[config.mk]
export PLATFORM = sky130hd
export DESIGN_NAME = bbpt_front
export DESIGN_NICKNAME = d
export VERILOG_FILES = /design/src/sv/bbpt_pkg.sv /design/src/sv/bbpt_front.sv
export SDC_FILE = /design/constraint.sdc
export NUM_CORES = 1
export LEC_CHECK = 0
export BUFFER_PORTS_ARGS = -buffer_cell sky130_fd_sc_hd__buf_4
export CAP_MARGIN = 40
export CORE_ASPECT_RATIO = 0.5
export CORE_UTILIZATION = 50
export DETAILED_ROUTE_END_ITERATION = 7
export PLACE_DENSITY = 0.75
export SKIP_CTS_REPAIR_TIMING = 1
export SYNTH_ARGS = -nofsm -noshare
export SYNTH_HDL_FRONTEND = slang
export SYNTH_SLANG_ARGS = --single-unit
[constraint.sdc]
create_clock -name clk -period 17.6 [get_ports clk]
set_input_delay 5.28 -clock clk [delete_from_list [all_inputs] [get_ports clk]]
set_output_delay 5.28 -clock clk [all_outputs]
set_load 0.02 [all_outputs]
[src/sv/bbpt_pkg.sv]
package bbpt_pkg;

  localparam int FRAC_BITS = 16;
  localparam int PARAM_W   = FRAC_BITS + 1;
  localparam int NUM_SLOTS = 16;
  localparam int ACC_W     = 56;
  localparam int PROD_W    = 32 + PARAM_W + 1;

  localparam logic [PARAM_W-1:0] ONE_Q   = PARAM_W'(1) << FRAC_BITS;
  localparam logic [16:0]        STEP_RST = 17'd16384;

  localparam logic KIND_LOAD = 1'b0;
  localparam logic KIND_EMIT = 1'b1;

  typedef struct packed {
    logic               kind;
    logic [3:0]         slot;
    logic signed [31:0] point_x;
    logic signed [31:0] point_y;
    logic signed [31:0] point_z;
    logic [7:0]         cell_u;
    logic [7:0]         cell_v;
  } in_item_t;

  typedef struct packed {
    logic signed [31:0] vert_x;
    logic signed [31:0] vert_y;
    logic signed [31:0] vert_z;
    logic               last_vertex;
  } out_item_t;

  // Classified item handed from front to back.
  typedef struct packed {
    logic               is_emit;
    logic [3:0]         slot;
    logic [95:0]        coords;
    logic [PARAM_W-1:0] u0;
    logic [PARAM_W-1:0] u1;
    logic [PARAM_W-1:0] v0;
    logic [PARAM_W-1:0] v1;
  } job_t;

  typedef enum logic [2:0] {
    ST_IDLE,
    ST_BASIS,
    ST_WGT,
    ST_PROD,
    ST_ACC,
    ST_FIN
  } back_state_t;

endpackage

[src/sv/bbpt_front.sv]
module bbpt_front (
  input  logic               clk,
  input  logic               rst,
  input  logic               push,
  output logic               full,
  input  bbpt_pkg::in_item_t in_item,
  input  logic [16:0]        step_size,
  output logic               job_valid,
  output bbpt_pkg::job_t     job,
  input  logic               job_pop
);
  import bbpt_pkg::*;

  job_t       q [2];
  logic       wr_ptr;
  logic       rd_ptr;
  logic [1:0] count;
  logic       do_push;
  logic       do_pop;
  job_t       new_job;
  logic [24:0] pu0;
  logic [24:0] pv0;
  logic [25:0] pu1;
  logic [25:0] pv1;

  function automatic logic [PARAM_W-1:0] sat_param(input logic [25:0] x);
    if (x > 26'(ONE_Q)) begin
      return ONE_Q;
    end
    return x[PARAM_W-1:0];
  endfunction

  always_comb begin
    pu0 = in_item.cell_u * step_size;
    pv0 = in_item.cell_v * step_size;
    pu1 = {1'b0, pu0} + 26'(step_size);
    pv1 = {1'b0, pv0} + 26'(step_size);
    new_job.is_emit = (in_item.kind == KIND_EMIT);
    new_job.slot    = in_item.slot;
    new_job.coords  = {in_item.point_z, in_item.point_y, in_item.point_x};
    new_job.u0      = sat_param({1'b0, pu0});
    new_job.u1      = sat_param(pu1);
    new_job.v0      = sat_param({1'b0, pv0});
    new_job.v1      = sat_param(pv1);
  end

  assign full      = (count == 2'd2);
  assign job_valid = (count != 2'd0);
  assign job       = q[rd_ptr];
  assign do_push   = push && !full;
  assign do_pop    = job_pop && job_valid;

  always_ff @(posedge clk) begin
    if (do_push) begin
      q[wr_ptr] <= new_job;
    end
  end

  always_ff @(posedge clk) begin
    if (rst) begin
      wr_ptr <= 1'b0;
      rd_ptr <= 1'b0;
      count  <= 2'd0;
    end else begin
      if (do_push) wr_ptr <= !wr_ptr;
      if (do_pop)  rd_ptr <= !rd_ptr;
      count <= count + 2'(do_push) - 2'(do_pop);
    end
  end

endmodule

==> out/metrics.csv, run 1 <==
stage;metric;value;unit
setup_path;crit_path_start_kind;input pin;
setup_path;crit_fanout;18;
pwr;p_int;2.98;mW
pwr;p_sw_share;47.8;%
pwr;seqPwrFrac;19.2;%
cells_and_area;layout_common_cells;edfxtp_1 (338), buf_4 (316), inv_1 (234), and2_1 (192), fa_1 (182);
setup_path;end_kind;flip-flop;
run_status;status;complete, no violations;
setup_path;worstPathArrival;12.60;ns
cells_and_area;multi_input_area;12500;sq um
sta;skew;0.0168;ns
cells_and_area;fillers;3756;
setup_path;crit_required;17.82;ns
hold_path;hold_class;flip-flop to flip-flop;
route;wl_per_cell;18.9;um
die;die_height;157;um
synth;async_flop_share;0;%
clock_tree;cts-root-buf;clkbuf_16;
global_routing;grt_max_degree;64;
route;firstDrtPassIters;7;
clock_tree;htreeDepth;2;
sta;final_hold_viol_count;0;
pwr;peakVddDrop;0.192;mV
cells_and_area;drive_gt1_share;24.9;%
pwr;pwr-share-clk;12.4;%
die;num_io_pins;309;
synth;synth_edf_count;338;
synth;synth-main-ff-cell;edfxtp_1;
clock_tree;path_clk_slew;0.06;ns
synth;syn_avg_cell_area;11.9;sq um
cells_and_area;register_area;10300;sq um
sta;slew_violations;0;
synth;syn_inst;2001;
clock_tree;clock_path_buffers;3;
synth;ys_ff_latch;343;
route;drtIter0Drc;1000;
setup_path;critPathKind;input pin to flip-flop;
die;rows;56;
synth;synth_area_leaders;edfxtp_1 (42%), fa_1 (15%), mux2_2 (8.0%);
die;start_util;50.8;%
clock_tree;insertion_delay;0.52;ns
synth;yosysWarnings;0;
cells_and_area;nets;2739;
place;gp_congestion;0.915;
die;coreArea;47000;sq um
pwr;p_leak;12.0;nW
synth;synth_top_area_cell;edfxtp_1;
sta;fin_crit;12.39;ns
route;drc_errors;0;
global_routing;grt.total_usage;22.7;%
clock_tree;cts_tree;done;
global_routing;antenna_found_initial;2;
sta;relSlewSlack;46.2;%
place;dp_hpwl;41500;um
sta;holdWs;0.532;ns
pwr;combPwrFrac;68.4;%
global_routing;overflow;0;
clock_tree;cts_sinks;343;
run;cap_violations;0;
synth;seq_area_frac_synth;42.9;%
die;fp.dieW;311;um
synth;ys_types;85;
cells_and_area;areaGrowthSynthToFinish;17.2;%
pwr;power_density;204;nW/um^2
route;vias_per_cell;5.48;
sta;worstMarginPinSlew;0.801;ns
global_routing;first_global_vias;16200;
pwr;p_switching;2.73;mW
synth;synth_nets;2451;
route;vias;16200;
place;numPortBuffers;308;
synth;syn_area;23900;sq um
route;ant_nets;0;
route;routed_wl;55900;um
global_routing;grt_pass1_wl;87000;um
sta;tns;0;ns
sta;finalCritPeriodShare;70.4;%
clock_tree;cts_made_buffers;36;
synth;yosysTopAreaCellShare;42.5;%
sta;rsz0062_at_grt;false;
cells_and_area;layout_commonest_cell;edfxtp_1;
sta;max_freq;0.0807;GHz
sta;finalSetupViolCount;0;
die;die_area;48700;sq um
kinds of logic after synthesis:
family          Yosys count  share of synthesized area, %
compound gates          225                          6.67
mux                     176                          8.25
simple gates            571                          12.7
flops                   343                          42.9
fa+ha+maj               312                          22.0
buf+inv                 305                          4.90
xor+xnor                 69                          2.56
synthesized netlist by cell type (all sizes together) (12+ instances only):
master    n
and2    192
nand4    17
fa      182
xor2     32
nand2   143
ha      130
mux2    169
and3     31
nand3    23
nor2     76
clkbuf   59
a21o     33
a21oi    66
edfxtp  338
buf      12
xnor2    37
inv     234
nor3     27
o21ai    32
path summary, 6_finish.rpt:
kind / slack, ns / depth (start not counted) / from / end
worst max-delay path: 5.21 / 27 / step_size[5] / q[1][16]$_DFFE_PP_
worst min-delay path: 0.53 / 2 / rd_ptr$_SDFFE_PP0P_ / flip-flop
worst max register to register: 15.18 / 5 / count[0]$_SDFF_PP0_ / q[0][126]$_DFFE_PP_
worst min register to register: 0.53 / 2 / rd_ptr$_SDFFE_PP0P_ / flip-flop
cell type report:
type	count	area share [%]
multi-input combinational	1353	44.6
clock inverter	19	0.594
clock buffer	41	3.28
sequential	343	36.6
antenna	2	0.0179
inverter	234	3.13
timing repair buffer	321	8.93
tap	638	2.85
registers in the layout (all words and copies together) (netlist names), named ones only:
register	flops
q	338
count	2
rd_ptr	1
wr_ptr	1
worst max-delay path: stages:
cell and delay, ns:
buf_4 0.22, nand2_1 0.12, fa_1 0.52, fa_1 0.54
inv_1 0.05, fa_1 0.47, inv_1 0.05, fa_1 0.47
inv_1 0.04, ha_1 0.33, a21o_1 0.20, a31oi_1 0.30
a21boi_0 0.13, o21ai_0 0.20, a21boi_0 0.15, o21ai_0 0.22
nor3b_1 0.35, nor2_1 0.12, ha_1 0.37, nand2_1 0.14
o41ai_2 0.35, a21oi_1 0.23, nor3_1 0.40, nand3_1 0.18
mux2i_1 0.19, nor4_4 0.75, nand2_1 0.21
metrics by stage:
step                      setup WS [ns]  util, %  power (mW)  instance area (sq um)  std cells
final                              5.21     59.6        5.70                  28000       2951
after global routing               4.59     59.6        6.15                  28000       2951
after CTS                          5.39     59.6        5.68                  28000       2949
after detailed placement           4.85     57.3        4.95                  26900       2889
after global placement             4.94     57.0        4.89                  26800       2883
after floorplan                    4.52        -        3.96                  23900       2001
routing by layer:
layer / track usage (%) / wire, um / up-vias
li1: - / - / 7501
met1: 29.4 / 23500 / 8117
met2: 39.0 / 27600 / 432
met3: 2.43 / 2560 / 107
met4: 9.66 / 2260 / 0
met5: 0 / 0 / -
power groups by stage:
stage / logic [mW] / clock network (mW) / registers, mW
floorplan: 2.84 / 0 / 1.12
global placement: 3.79 / 0 / 1.10
detailed placement: 3.84 / 0 / 1.11
CTS: 3.86 / 0.725 / 1.10
global route: 4.29 / 0.756 / 1.10
finish: 3.90 / 0.708 / 1.09
No activity file was read; power rests on OpenSTA's default activity.
==> run 2: changes to the inputs <==
- PLACE_DENSITY: 0.75 -> 0.77
- clock period: 17.6 -> 10.1 ns (I/O delays scaled with it)
==> out/metrics.csv, run 2 (synthesized netlist as in run 1, its figures left out) <==
stage;metric;value;unit
run_status;status;complete, no violations;
cells_and_area;drive_gt1_share;25.0;%
route;drc_errors;0;
sta;holdWs;0.513;ns
sta;max_freq;0.104;GHz
route;highest_layer;met4;
route;vias;16200;
die;coreArea;47000;sq um
setup_path;slowest_delay;0.55;ns
place;gp_congestion;0.913;
route;route.met2.wl;28900;um
place;numPortBuffers;308;
clock_tree;insertion_delay;0.52;ns
setup_path;critical-path-top-delay-family;adder cells;
sta;fin_crit;9.60;ns
pwr;peakVddDrop;0.329;mV
global_routing;grt.total_usage;22.5;%
cells_and_area;layout_common_cells;edfxtp_1 (338), buf_4 (329), inv_1 (234), and2_1 (192), fa_1 (182);
clock_tree;path_clk_slew;0.06;ns
setup_path;crit_slowest_cell;fa_1;
clock_tree;cts_sinks;343;
cells_and_area;layout.cells.non_filler;2961;
cells_and_area;largest_reg_flops;338;
sta;skew;0.0214;ns
sta;final_hold_viol_count;0;
clock_tree;cts_tree;done;
global_routing;overflow;0;
clock_tree;cts-root-buf;clkbuf_16;
route;wl_met3;2220;um
sta;slew_violations;0;
cells_and_area;areaGrowthSynthToFinish;17.2;%
place;dp_cells;2899;
place;preCtsSetupSlack;-0.112;ns
global_routing;first_global_vias;16300;
sta;finalCritPeriodShare;95.0;%
sta;tns;0;ns
global_routing;grt_pass1_wl;87000;um
route;vias_per_cell;5.45;
hold_path;hold_class;flip-flop to flip-flop;
global_routing;antenna_found_initial;0;
pwr;total_power;10.0;mW
die;num_io_pins;309;
clock_tree;htreeDepth;2;
die;die_area;48700;sq um
cells_and_area;layout_commonest_cell;edfxtp_1;
setup_path;worstPathArrival;9.91;ns
sta;rsz0062_at_grt;false;
sta;finalSetupViolCount;0;
route;wl_met1;23600;um
sta;worstMarginPinSlew;0.868;ns
setup_path;crit_required;10.41;ns
route;firstDrtPassIters;5;
place;dp_hpwl;41500;um
cells_and_area;reg_top3;q x338, count x2;
pwr;power_density;357;nW/um^2
cells_and_area;nets;2749;
clock_tree;cts_made_buffers;34;
die;fp.dieW;311;um
setup_path;end_kind;flip-flop;
cells_and_area;num_antenna_cells;0;
clock_tree;clock_path_buffers;3;
route;drtIter0Drc;1291;
setup_path;path_buf_inv;6;
global_routing;grt_max_degree;64;
run;cap_violations;0;
sta;setup_slack;0.502;ns
die;die_height;157;um
setup_path;crit_path_start_kind;input pin;
route;ant_nets;0;
route;wl_per_cell;18.9;um
setup_path;critPathKind;input pin to flip-flop;
setup_path;crit_fanout;12;
pwr;p_leak;12.0;nW
cells_and_area;largest_register;q;
route;routed_wl;56000;um
die;rows;56;
die;start_util;50.8;%
sta;relSlewSlack;42.1;%
cells_and_area;fillers;3739;
-- run 2: cell types whose count changed in the layout (fill, tap and decap cells not counted), sizes merged --
cell	previous run	this run
buf	321	333
bufinv	2	1
clkbuf	41	45
clkinv	14	12
diode	2	0
inv	237	236
-- run 2: path summary, 6_finish.rpt --
check	start	endpoint	slack [ns]	cells after the start
worst max-delay path	step_size[5]	q[0][37]$_DFFE_PP_	0.50	28
worst min-delay path	rd_ptr$_SDFFE_PP0P_	rd_ptr$_SDFFE_PP0P_	0.51	2
worst max register to register	count[0]$_SDFF_PP0_	q[1][65]$_DFFE_PP_	7.82	4
worst min register to register	rd_ptr$_SDFFE_PP0P_	rd_ptr$_SDFFE_PP0P_	0.51	2
-- run 2: report_power, final --
group	switching, mW	internal (mW)	total (mW)	leakage [nW]
registers	0.0661	1.84	1.91	3.22
clock network	0.510	0.657	1.17	0.488
logic	4.16	2.76	6.92	8.31
total	4.74	5.26	10.0	12.0
-- run 2: metrics by stage --
stage               util, %  instance area (sq um)
floorplan                 -                  23900
global placement       57.2                  26900
detailed placement     57.4                  27000
CTS                    59.5                  28000
global route           59.6                  28000
finish                 59.6                  28000
-- run 2: layer usage --
layer  vias to the layer above  GRT usage [%]
met1                      8181           29.1
met5                         -              0
li1                       7513              -
met2                       378           40.4
met4                         0           6.19
met3                        78           2.33
-- run 2: final cells by class --
cell class | instances | area [sq um] | area share, %
multi-input cells | 1353 | 12500 | 44.6
flip-flops and latches | 343 | 10300 | 36.6
repair buffers | 333 | 2560 | 9.16
clock buffers | 45 | 902 | 3.22
inverters | 234 | 878 | 3.14
well taps | 638 | 798 | 2.85
clock inverters | 15 | 110 | 0.393
-- run 2: tightest hold or removal path, stage by stage, from the launching register on --
cell,delay (ns)
dfxtp_1,0.32
xnor2_1,0.08
nor2_1,0.08
==> run 3: changes to the inputs <==
- REMOVE_ABC_BUFFERS: default -> 1
==> out/metrics.csv, run 3 (synthesized netlist as in run 1, its figures left out) <==
stage;metric;value;unit
run_status;status;complete, no violations;
setup_path;critPathKind;input pin to flip-flop;
setup_path;crit_path_start_kind;input pin;
place;preCtsSetupSlack;0.00844;ns
die;fp.dieW;311;um
route;drc_errors;0;
die;die_height;157;um
setup_path;crit_path_frequent_cell;fa_1;
cells_and_area;layout_common_cells;edfxtp_1 (338), buf_4 (323), inv_1 (234), and2_1 (192), fa_1 (182);
route;wl_per_cell;18.4;um
setup_path;crit_required;10.47;ns
place;numPortBuffers;308;
route;ant_nets;0;
global_routing;overflow;0;
die;num_io_pins;309;
clock_tree;clock_path_buffers;3;
setup_path;slowest_delay;0.55;ns
cells_and_area;post-route-util;59.5;%
cells_and_area;fillers;3778;
global_routing;grt.total_usage;21.8;%
route;vias_per_cell;5.42;
die;coreArea;47000;sq um
die;rows;56;
setup_path;crit_fanout;18;
cells_and_area;reg_top3;q x338, count x2;
place;dp_hpwl;39500;um
global_routing;first_global_vias;15800;
clock_tree;cts_made_buffers;34;
sta;skew;0.0121;ns
cells_and_area;largest_register;q;
run;cap_violations;0;
pwr;peakVddDrop;0.302;mV
clock_tree;cts_tree;done;
clock_tree;insertion_delay;0.53;ns
clock_tree;cts_sinks;343;
sta;worstMarginPinSlew;0.843;ns
sta;fin_crit;9.67;ns
clock_tree;htreeDepth;2;
sta;final_hold_viol_count;0;
route;vias;16000;
sta;rsz0062_at_grt;false;
route;routed_wl;54300;um
pwr;p_leak;12.0;nW
sta;max_freq;0.103;GHz
setup_path;worstPathArrival;10.04;ns
die;die_area;48700;sq um
clock_tree;cts-root-buf;clkbuf_16;
sta;setup_slack;0.433;ns
setup_path;end_kind;flip-flop;
cells_and_area;largest_reg_flops;338;
hold_path;hold_class;flip-flop to flip-flop;
cells_and_area;areaGrowthSynthToFinish;17.0;%
global_routing;grt_max_degree;119;
sta;slew_violations;0;
global_routing;antenna_found_initial;0;
global_routing;grt_pass1_wl;84300;um
cells_and_area;multi_input_area;12500;sq um
clock_tree;path_clk_slew;0.06;ns
place;gp_congestion;0.876;
route;firstDrtPassIters;5;
cells_and_area;drive_gt1_share;24.8;%
cells_and_area;register_area;10300;sq um
cells_and_area;layout_commonest_cell;edfxtp_1;
setup_path;crit_slowest_cell;fa_1;
pwr;power_density;353;nW/um^2
cells_and_area;nets;2741;
route;drtIter0Drc;975;
sta;relSlewSlack;43.8;%
die;start_util;50.8;%
sta;finalCritPeriodShare;95.7;%
cells_and_area;num_antenna_cells;0;
sta;finalSetupViolCount;0;
pwr;total_power;9.88;mW
[run 3: worst paths after layout]
kind	startpoint	endpoint	slack, ns	cells past startpoint
max	step_size[4]	q[0][2]$_DFFE_PP_	0.43	30
min	rd_ptr$_SDFFE_PP0P_	flip-flop	0.52	2
max reg2reg	count[0]$_SDFF_PP0_	q[0][138]$_DFFE_PP_	7.54	5
min reg2reg	rd_ptr$_SDFFE_PP0P_	flip-flop	0.52	2
[run 3: worst max-delay path: cells and delay by family]
kind	cells	cell delay (ns)
compound gates	10	1.80
fa+ha+maj	6	2.68
buf+inv	5	0.61
mux	1	0.18
simple gates	8	1.73
[run 3: per-stage QoR]
step | hold WS, ns | TNS, ns | cells | area (sq um)
floorplan | 0.481 | -123.97 | 1930 | 23600
global placement | 0.490 | 0 | 2892 | 26900
detailed placement | 0.506 | 0 | 2893 | 26900
CTS | 0.522 | 0 | 2951 | 28000
global route | 0.566 | 0 | 2951 | 28000
finish | 0.520 | 0 | 2951 | 28000
[run 3: cell type report]
type,count,share of cell area (%)
Multi-Input combinational cell,1353,44.7
Clock inverter,15,0.608
Tap cell,638,2.85
Inverter,234,3.14
Timing Repair Buffer,325,8.84
Clock buffer,43,3.24
Sequential cell,343,36.7
[run 3: where the power goes]
group / leakage [nW] / internal (mW) / total [mW] / switching [mW]
Combinational: 8.25 / 2.66 / 6.74 / 4.08
Clock: 0.516 / 0.714 / 1.23 / 0.520
Sequential: 3.22 / 1.85 / 1.90 / 0.0569
Total: 12.0 / 5.22 / 9.88 / 4.66
[run 3: metal layers]
layer,part of all wire [%],up-vias,global-route usage (%),routed length [um]
met2,51,401,38.5,27600
met1,43,8020,28.7,23200
met5,0,-,0,0
met4,2.1,0,6.01,1140
met3,4.3,71,2.13,2320
li1,-,7510,-,-
